==> src/hw/rtl/art_pkg.sv <==
// Shared types and constants of the ARP resolver.
// No dependencies.
`timescale 1ns / 1ps
package art_pkg;
	localparam logic [2:0] CMD_LOAD_ROUTE = 3'd0;
	localparam logic [2:0] CMD_LOAD_IFACE = 3'd1;
	localparam logic [2:0] CMD_LOOKUP     = 3'd2;
	localparam logic [2:0] CMD_RX_ARP     = 3'd3;
	localparam logic [2:0] CMD_REQUEST    = 3'd4;
	localparam logic [2:0] CMD_TICK       = 3'd5;

	localparam logic [15:0] OPC_REQUEST = 16'd1;
	localparam logic [15:0] OPC_REPLY   = 16'd2;

	localparam logic [1:0] ACT_NONE   = 2'd0;
	localparam logic [1:0] ACT_LOOKUP = 2'd1;
	localparam logic [1:0] ACT_PACKET = 2'd2;

	localparam logic [1:0] ST_OK         = 2'd0;
	localparam logic [1:0] ST_ROUTE_FULL = 2'd1;
	localparam logic [1:0] ST_PEND_FULL  = 2'd2;

	localparam logic [47:0] MAC_BCAST = 48'hFFFF_FFFF_FFFF;
	localparam logic [15:0] TIMEOUT_RESET = 16'd1000;

	// Controller to datapath commands
	typedef struct packed {
		logic latch;      // capture the command fields
		logic scan_clr;   // reset the route scan
		logic scan_step;  // evaluate one route entry
		logic route_add;  // append entry from latched fields
		logic pend_op;    // perform pending-table operation
		logic finish;     // build and emit the result
	} art_cmd_t;

	// Datapath to controller status
	typedef struct packed {
		logic scan_done;
	} art_stat_t;

	// Controller states
	typedef enum logic [5:0] {
		S_IDLE  = 6'b000001,
		S_SCAN  = 6'b000010,
		S_WAIT  = 6'b000100,
		S_EXEC  = 6'b001000,
		S_DONE  = 6'b010000,
		S_SPARE = 6'b100000
	} art_state_t;
endpackage

==> src/hw/rtl/art_ctrl.sv <==
// Controller state machine of the ARP resolver.
// Depends on art_pkg.
`timescale 1ns / 1ps
module art_ctrl (
	input  logic             clk,
	input  logic             arst_n,
	input  logic             start,
	input  logic [2:0]       cmd,
	input  art_pkg::art_stat_t stat,
	output art_pkg::art_cmd_t  ctl,
	output logic             busy
);
	import art_pkg::*;
	art_state_t state_q, state_d;
	logic [2:0] cmd_q;

	// Command latch
	always_ff @(posedge clk or negedge arst_n) begin
		if (!arst_n) cmd_q <= CMD_LOAD_ROUTE;
		else if (start && !busy) cmd_q <= cmd;
	end

	always_comb begin
		state_d = state_q;
		ctl = '0;
		ctl.latch = start && (state_q == S_IDLE);
		unique case (state_q)
			S_IDLE: begin
				if (start) begin
					if (cmd == CMD_LOOKUP || cmd == CMD_RX_ARP) begin
						ctl.scan_clr = 1'b1;
						state_d = S_SCAN;
					end else state_d = S_EXEC;
				end
			end
			S_SCAN: begin
				ctl.scan_step = 1'b1;
				if (stat.scan_done) state_d = S_EXEC;
			end
			S_EXEC: begin
				ctl.route_add = (cmd_q == CMD_LOAD_ROUTE) || (cmd_q == CMD_RX_ARP);
				ctl.pend_op = 1'b1;
				ctl.finish = 1'b1;
				state_d = S_IDLE;
			end
			default: state_d = S_IDLE;
		endcase
	end

	always_ff @(posedge clk or negedge arst_n) begin
		if (!arst_n) state_q <= S_IDLE;
		else state_q <= state_d;
	end

	assign busy = (state_q != S_IDLE);
endmodule

==> config.mk <==
export PLATFORM = sky130hd
export DESIGN_NAME = art_ctrl
export DESIGN_NICKNAME = d
export VERILOG_FILES = /design/src/hw/rtl/art_pkg.sv /design/src/hw/rtl/art_ctrl.sv
export SDC_FILE = /design/constraint.sdc
export NUM_CORES = 1
export LEC_CHECK = 0
export BUFFER_PORTS_ARGS = -buffer_cell sky130_fd_sc_hd__buf_2
export CAP_MARGIN = 40
export CORE_AREA = 2 2 39 41
export CTS_CLUSTER_SIZE = 40
export DETAILED_ROUTE_END_ITERATION = 7
export DIE_AREA = 0 0 41 43
export MAX_ROUTING_LAYER = met4
export PLACE_DENSITY = 0.47
export SKIP_LAST_GASP = 1
export SYNTH_ARGS = -nofsm -noshare
export SYNTH_HDL_FRONTEND = slang
export SYNTH_SLANG_ARGS = --single-unit
==> constraint.sdc <==
create_clock -name clk -period 3.3 [get_ports clk]
set_clock_uncertainty 0.1 [all_clocks]
set_input_delay 0 -clock clk [delete_from_list [all_inputs] [get_ports clk]]
set_output_delay 0 -clock clk [all_outputs]
set_load 0.02 [all_outputs]
==> results of run 1 <==
[flip-flops by register name, indices dropped and copies added (netlist names)]
| signal | cells |
|---|---|
| cmd_q | 3 |
| state_q | 3 |
[power groups by stage]
stage | clock, µW | sequential [µW] | combinational (µW)
3_3_place_gp | 0 | 108 | 72.9
6_report | 72.1 | 107 | 83.2
4_1_cts | 76.3 | 107 | 83.9
2_1_floorplan | 0 | 104 | 57.9
3_5_place_dp | 0 | 108 | 74.4
5_1_grt | 80.3 | 110 | 91.2
[through the flow]
step           cells   util
6_report          64  0.358
5_1_grt           64  0.358
4_1_cts           64  0.358
3_5_place_dp      52  0.281
3_3_place_gp      52  0.281
2_1_floorplan     24      -
[worst register-to-register path: cells and delay by family, from the launching register on]
| family | cells | cell delay (ps) |
|---|---|---|
| flip-flops | 1 | 550 |
| buffers and inverters | 2 | 760 |
| AND/OR/NAND/NOR | 1 | 220 |
| AO/OA/AOI/OAI | 1 | 140 |
[routing by layer]
layer  share of wire  GRT usage  vias up
met4               0      0.120        0
met2            0.56      0.150        7
met5               0          -        -
met3           0.042     0.0314        0
met1            0.39      0.113      129
li1                -          -      133
[cell families after synthesis]
family,synth area share
buffers and inverters,0.0723
DFF,0.486
AOI/OAI and AO/OA,0.0643
muxes,0.145
and+or+nand+nor,0.205
xor gates and xnor gates,0.0281
[path summary, 6_finish.rpt]
kind | start | to | depth (start not counted)
setup / recovery | state_q[0] | state_q[3] | 4
hold / removal | start | state_q[0] | 4
setup reg to reg | state_q[0] | state_q[3] | 4
hold reg to reg | cmd_q[2] | cmd_q[2] | 1
max in group asynchronous | arst_n | cmd_q[1] | 4
min in group asynchronous | arst_n | state_q[1] | 3
[repair_timing]
item / 4_1_cts / 5_1_grt
setup endpoints to repair: 0 / 0
hold buffers: 8 / 0
hold endpoints to repair: 11 / 0
[synth_stat cells]
master	number
sky130_fd_sc_hd__a22o_1	1
sky130_fd_sc_hd__dfstp_2	1
sky130_fd_sc_hd__inv_1	2
sky130_fd_sc_hd__or3b_2	1
sky130_fd_sc_hd__a32o_2	1
sky130_fd_sc_hd__nor3b_1	2
sky130_fd_sc_hd__nand3b_1	1
sky130_fd_sc_hd__and3_1	1
sky130_fd_sc_hd__buf_4	2
sky130_fd_sc_hd__nor2_1	1
sky130_fd_sc_hd__dfrtp_1	5
sky130_fd_sc_hd__nor4bb_1	1
sky130_fd_sc_hd__xor2_1	1
sky130_fd_sc_hd__nor3b_2	1
sky130_fd_sc_hd__mux2_4	3
[area by class of cell]
type | instances | area [µm²]
inverter | 2 | 7.51
tap | 16 | 20.0
fill | 142 | 888
sequential | 6 | 151
timing repair buffer | 22 | 153
clock buffer | 4 | 26.3
multi-input combinational | 14 | 138
==> results_dict.tcl, run 1 <==
set metrics [dict create \
    status "finished, final reports clean" \
    gr-usage-all-layers 0.110 \
    finish.net_count 56 \
    overflow 0 \
    timing.critical_path.arrival_ps 1900 \
    total_count_of_max_transition_violations_in_the_final_report 0 \
    routed_wirelength_um 674 \
    final_count_of_negative_setup_slack_endpoints 0 \
    area_growth_pct 59.0 \
    detail_route.drc_violations 0 \
    clk_transition_reported_paths_ps 40 \
    final.period_utilization 0.554 \
    initial_standard_cell_utilization_of_the_core 0.225 \
    hold_class "in -> reg" \
    max_cap_viol_count 0 \
    p_comb_frac 0.317 \
    post_drt_via_cell_ratio 4.20 \
    rrSetupSlack_ps 1470 \
    clock-sinks 6 \
    final-hold-violation-count 0 \
    cp_cell_sequence "nor4bb_1 > buf_4 > a22o_1 > dlygate4sd3_1" \
    via_count 269 \
    worst_setup_path_start_kind "flip-flop" \
    total_leakage_power_uw 0.000258 \
    pin_count_of_the_biggest_net_entering_global_routing 9 \
    routed_wire_length_per_instance_um 10.5 \
    timing.critical_path.slowest_stage_cell "sky130_fd_sc_hd__dfstp_2" \
    setup-tns-final_ps 0 \
    clock_power_share 0.275 \
    cts_buffer_depth 2 \
    cpLargestDelayFamily "buffers and inverters" \
    cts_max_level 1 \
    power_report.internal_total_uw 188 \
    floorplan.core_area_um2 1380 \
    synth-seq-cells 6 \
    clock.fmax_mhz 547 \
    die_area_um2 1760 \
    place_area_um2 389 \
    design.portCount 14 \
    gp_routability_congestion 0.681 \
    drt_first_iter_violations 0 \
    netlist-cell-type-count 15 \
    path_max_fanout 8 \
    cts_made_buffers 3 \
    layout_commonest_cell "sky130_fd_sc_hd__buf_2" \
    cp-end-kind "flip-flop" \
    synth_largest_type_area_fraction 0.402 \
    num_rows 14 \
    tightestPinTransition_ps 301 \
    detailedRoute.firstPassIterationCount 1 \
    detailedPlace.worstSlack_ps 1810 \
    criticalPathCategory "reg -> reg" \
    grt_pass1_wl_um 1160 \
    synth.yosys.seq_area_share 0.486 \
    die_h_um 43 \
    antenna-diode-count 0 \
    cp.buffers_inverters 2 \
    power_per_cell_area_nw_per_um2 530 \
    layout_common_cells "sky130_fd_sc_hd__buf_2 (13), sky130_fd_sc_hd__dlygate4sd3_1 (8), sky130_fd_sc_hd__dfrtp_1 (5)" \
    post_cts_resized 0 \
    slew-limit-headroom 0.798 \
    setup_repair_after_global_routing_missed_its_margin "false" \
    netSwitchingFraction 0.283 \
    postCtsSetupBuffers 0 \
    worst_skew_pair.late_latency_ps 240 \
    max-vdd-ir-drop_v 0.000185 \
    synth.net_count 31 \
    fin_area_um2 495 \
    crit_required_ps 3380 \
    die_width_um 41 \
    synth_warnings 0 \
    total_of_buffers_placed_on_input_and_output_ports 13 \
    seq_power_share 0.408 \
    clk_root_buffer_cell "sky130_fd_sc_hd__clkbuf_4" \
    report.power.total_uw 262 \
    synth_area_leaders "sky130_fd_sc_hd__dfrtp_1 (40%), sky130_fd_sc_hd__mux2_4 (14%), sky130_fd_sc_hd__dfstp_2 (8.4%)" \
    final.min_clock_period_ps 1830 \
    postLayoutSetupSlackWorst_ps 1470 \
    avgSynthCellArea_um2 13.0 \
    layout-drive-gt1-share 0.500 \
    drt.antenna.violating_nets 0 \
    post_synth_instance_area_um2 312 \
    tritoncts "done" \
    yosysTopAreaCell "sky130_fd_sc_hd__dfrtp_1" \
    antenna_found_initial 0 \
    p_sw_uw 74.3 \
    fin_worst_hold_slack_ps 197 \
    grt_pass1_vias 289 \
    critPathMaxStageDelay_ps 550 \
    number_of_instances_in_the_synthesized_netlist 24 \
]
Note: power is estimated with default switching activity, not from simulation.
==> inputs of run 2 (changes only) <==
==> constraint.sdc (replaced) <==
create_clock -name clk -period 1.73 [get_ports clk]
set_clock_uncertainty 0.1 [all_clocks]
set_input_delay 0 -clock clk [delete_from_list [all_inputs] [get_ports clk]]
set_output_delay 0 -clock clk [all_outputs]
set_load 0.02 [all_outputs]
==> results_dict.tcl, run 2 (synthesis gave the netlist of run 1 again) <==
set metrics [dict create \
    startpoint "state_q[0]" \
    routed_wire_length_per_instance_um 10.4 \
    final.min_clock_period_ps 1650 \
    clock-sinks 6 \
    grt_pass1_vias 291 \
    detailedRoute.firstPassIterationCount 1 \
    slew-limit-headroom 0.799 \
    max_cap_viol_count 0 \
    initial_standard_cell_utilization_of_the_core 0.225 \
    register_area_um2 151 \
    crit_required_ps 1630 \
    gp_routability_congestion 0.681 \
    hold_class "reg -> reg" \
    num_rows 14 \
    criticalPathCategory "reg -> out" \
    cts_made_buffers 3 \
    antenna-diode-count 0 \
    cts_max_level 1 \
    post_drt_via_cell_ratio 4.20 \
    area_growth_pct 59.0 \
    layout_commonest_cell "sky130_fd_sc_hd__buf_2" \
    detail_route.drc_violations 0 \
    place_inst 52 \
    design.portCount 14 \
    clk_transition_reported_paths_ps 50 \
    total_of_buffers_placed_on_input_and_output_ports 13 \
    tritoncts "done" \
    fillerInstances 143 \
    antenna_found_initial 0 \
    final_count_of_negative_setup_slack_endpoints 0 \
    postCtsSetupBuffers 0 \
    gr-usage-all-layers 0.110 \
    floorplan.core_area_um2 1380 \
    worst_r2r_startpoint "state_q[0]" \
    via_count 269 \
    fin_area_um2 495 \
    drt_first_iter_violations 0 \
    met3_wirelength_um 28 \
    cp-end-kind "output port" \
    die_area_um2 1760 \
    multi_input_area_um2 138 \
    routed_wirelength_um 667 \
    overflow 0 \
    path_max_fanout 8 \
    drt.antenna.violating_nets 0 \
    pin_count_of_the_biggest_net_entering_global_routing 9 \
    total_leakage_power_uw 0.000257 \
    finish.net_count 56 \
    tightestPinTransition_ps 300 \
    setup_repair_after_global_routing_missed_its_margin "false" \
    worst_skew_pair.late_latency_ps 240 \
    final_cell_count_no_fill 64 \
    die_h_um 43 \
    clk_root_buffer_cell "sky130_fd_sc_hd__clkbuf_4" \
    setup-tns-final_ps 0 \
    clock.fmax_mhz 605 \
    layout_common_cells "sky130_fd_sc_hd__buf_2 (13), sky130_fd_sc_hd__dlygate4sd3_1 (8), sky130_fd_sc_hd__dfrtp_1 (5)" \
    die_width_um 41 \
    largest_regs "cmd_q x3, state_q x3" \
    met2WireLength_um 370 \
    final.period_utilization 0.956 \
    min-delay-start "cmd_q[2]" \
    wl_met1_um 268 \
    place_area_um2 389 \
    worst_setup_path_start_kind "flip-flop" \
    status "finished, final reports clean" \
    max-vdd-ir-drop_v 0.000353 \
    cts_buffer_depth 2 \
    timing.critical_path.arrival_ps 1550 \
    highest-signal-layer "met3" \
    power_per_cell_area_nw_per_um2 1000 \
    grt_pass1_wl_um 1160 \
    total_count_of_max_transition_violations_in_the_final_report 0 \
    final-hold-violation-count 0 \
    layout-drive-gt1-share 0.500 \
]
==> run 2: cell counts in the layout (fill, tap and decap cells not counted) <==
No cell type changed its count.
==> run 2: final cells by class <==
type | instances | share of cell area
timing repair buffer | 22 | 0.308
sequential | 6 | 0.306
multi-input combinational | 14 | 0.278
clock buffer | 4 | 0.0530
tap | 16 | 0.0404
inverter | 2 | 0.0152
==> run 2: stage by stage <==
| stage | setup slack, ps | hold WS, ps | util | power [µW] |
|---|---|---|---|---|
| after floorplan | 10.7 | -396 | - | 309 |
| after global placement | 263 | -276 | 0.281 | 345 |
| after detailed placement | 243 | -274 | 0.281 | 349 |
| after CTS | 68.4 | 422 | 0.358 | 507 |
| after global routing | 3.17 | 454 | 0.358 | 534 |
| final | 75.9 | 431 | 0.358 | 497 |
==> run 2: final timing paths <==
path / depth (start not counted) / endpoint / slack [ps]
hold reg to reg: 1 / cmd_q[2] / 430
setup / recovery: 4 / ctl[4] / 80
min in group asynchronous: 3 / state_q[1] / 560
max in group asynchronous: 4 / cmd_q[1] / 230
hold / removal: 1 / cmd_q[2] / 430
setup reg to reg: 3 / cmd_q[0] / 230
==> run 2: critical path, cell delays in order (launching register included) <==
cell and delay [ps]:
sky130_fd_sc_hd__dfstp_2 550, sky130_fd_sc_hd__nor4bb_1 220, sky130_fd_sc_hd__buf_4 220, sky130_fd_sc_hd__and3_1 170
sky130_fd_sc_hd__buf_2 160
==> run 2: where the power goes <==
part,internal [µW],leakage [µW],switching (µW)
logic,90.6,0.000169,64.7
clock network,87.3,0.0000150,50.2
registers,178,0.0000722,26.3
total,356,0.000257,141
==> run 2: routing by layer <==
| layer | vias to the layer above | track usage |
|---|---|---|
| li1 | 133 | - |
| met1 | 129 | 0.113 |
| met2 | 7 | 0.150 |
| met3 | 0 | 0.0314 |
| met4 | 0 | 0.120 |
| met5 | - | - |
==> run 2: timing repair <==
action	4_1_cts	5_1_grt
resized for setup	0	0
endpoints found under the hold margin	11	0
hold buffers	8	0
==> inputs of run 3 (changes only) <==
--- a/config.mk
+++ b/config.mk
@@ -12,7 +12,6 @@
 export DETAILED_ROUTE_END_ITERATION = 7
 export DIE_AREA = 0 0 41 43
 export MAX_ROUTING_LAYER = met4
-export PLACE_DENSITY = 0.47
 export SKIP_LAST_GASP = 1
 export SYNTH_ARGS = -nofsm -noshare
 export SYNTH_HDL_FRONTEND = slang
==> results_dict.tcl, run 3 (synthesis gave the netlist of run 1 again) <==
set metrics [dict create \
    routed_wire_length_per_instance_um 10.8 \
    fillerInstances 142 \
    startpoint "state_q[0]" \
    worst_skew_pair.late_latency_ps 240 \
    path_max_fanout 4 \
    final_count_of_negative_setup_slack_endpoints 0 \
    final.period_utilization 0.919 \
    grt_pass1_vias 294 \
    antenna-diode-count 0 \
    layout_common_cells "sky130_fd_sc_hd__buf_2 (13), sky130_fd_sc_hd__dlygate4sd3_1 (7), sky130_fd_sc_hd__dfrtp_1 (5)" \
    status "finished, final reports clean" \
    total_count_of_max_transition_violations_in_the_final_report 0 \
    p_sw_uw 148 \
    netSwitchingFraction 0.287 \
    worst_setup_path_start_kind "flip-flop" \
    grt_most_used_layer "met2" \
    p_comb_frac 0.330 \
    total_of_buffers_placed_on_input_and_output_ports 13 \
    die_width_um 41 \
    via_count 275 \
    grt_util_met1 0.111 \
    rrSetupSlack_ps 150 \
    clock-sinks 6 \
    num_rows 14 \
    die_area_um2 1760 \
    initial_standard_cell_utilization_of_the_core 0.225 \
    overflow 0 \
    drt_first_iter_violations 4 \
    hold_class "in -> async" \
    tritoncts "done" \
    slew-limit-headroom 0.760 \
    largest_regs "cmd_q x3, state_q x3" \
    final-hold-violation-count 0 \
    antenna_found_initial 0 \
    r2r.worst_path.cells 4 \
    fin_worst_hold_slack_ps 125 \
    clk_root_buffer_cell "sky130_fd_sc_hd__clkbuf_4" \
    timing.critical_path.arrival_ps 1490 \
    cts_max_level 1 \
    criticalPathCategory "reg -> out" \
    post_drt_via_cell_ratio 4.17 \
    worst_r2r_startpoint "state_q[0]" \
    floorplan.core_area_um2 1380 \
    design.portCount 14 \
    finish.net_count 58 \
    max-vdd-ir-drop_v 0.000486 \
    routed_wirelength_um 713 \
    gr-usage-all-layers 0.108 \
    max_cap_viol_count 0 \
    layout_commonest_cell "sky130_fd_sc_hd__buf_2" \
    tightestPinTransition_ps 359 \
    detail_route.drc_violations 0 \
    grt_pass1_wl_um 1170 \
    clock.fmax_mhz 629 \
    clock_power_share 0.276 \
    power_report.internal_total_uw 368 \
    pin_count_of_the_biggest_net_entering_global_routing 9 \
    total_leakage_power_uw 0.000268 \
    area_growth_pct 63.1 \
    use_met2 0.153 \
    cts_buffer_depth 2 \
    drt.antenna.violating_nets 0 \
    groute.layer.met3.usage 0.0785 \
    worstReg2RegEnd "cmd_q[0]" \
    seq_power_share 0.394 \
    cts_made_buffers 3 \
    die_h_um 43 \
    place_hpwl_um 489 \
    layout-drive-gt1-share 0.540 \
    setup_repair_after_global_routing_missed_its_margin "false" \
    power_per_cell_area_nw_per_um2 1020 \
    clk_transition_reported_paths_ps 50 \
    detailedRoute.firstPassIterationCount 4 \
    gp_routability_congestion 0.712 \
    final_core_utilization 0.367 \
    crit_required_ps 1630 \
    setup-tns-final_ps 0 \
    final.min_clock_period_ps 1590 \
    cp-end-kind "output port" \
]
==> run 3: cell types whose count changed in the layout (fill, tap and decap cells not counted) <==
cell,previous run,this run
sky130_fd_sc_hd__buf_4,1,4
sky130_fd_sc_hd__dlygate4sd3_1,8,7
==> run 3: cell type report <==
cell class	count	area, µm²	area share
repair buffers	24	165	0.325
clock buffers	4	26.3	0.0517
inverters	2	7.51	0.0148
multi-input cells	14	138	0.271
well taps	16	20.0	0.0394
flip-flops and latches	6	151	0.298
==> run 3: per-stage QoR <==
stage | power, µW | instances | cell area, µm² | setup WS, ps
finish | 516 | 66 | 508 | 141
global route | 554 | 66 | 508 | 51.6
CTS | 507 | 63 | 485 | 78.3
detailed placement | 347 | 52 | 389 | 246
global placement | 346 | 52 | 389 | 261
floorplan | 309 | 24 | 312 | 10.7
==> run 3: power groups by stage <==
stage          clock network, µW  logic [µW]  registers (µW)
2_1_floorplan                  0         111             199
6_report                     142         170             203
3_3_place_gp                   0         144             203
4_1_cts                      149         154             204
5_1_grt                      160         184             209
3_5_place_dp                   0         142             205
==> run 3: worst max-delay path, cell delays in order, from the launching register on <==
cell and delay (ps):
sky130_fd_sc_hd__dfstp_2 540, sky130_fd_sc_hd__nor4bb_1 230, sky130_fd_sc_hd__buf_4 180, sky130_fd_sc_hd__and3_1 150, sky130_fd_sc_hd__buf_2 150
==> run 3: worst max-delay path by stage <==
stage	to
floorplan	ctl[2]
global placement	cmd_q[2]
detailed placement	cmd_q[1]
CTS	ctl[4]
global route	ctl[4]
finish	ctl[4]
==> run 3: timing repair <==
| item | CTS | global route |
|---|---|---|
| resized for setup | 0 | 0 |
| hold endpoints to repair | 11 | 0 |
| hold buffers | 7 | 0 |
| setup endpoints to repair | 0 | 1 |
| setup buffers | 0 | 3 |
==> run 3: per-layer routing <==
layer  part of all wire  wire length [µm]
met1               0.45               320
met5                  0                 0
met2               0.44               314
met4                  0                 0
met3               0.11                78
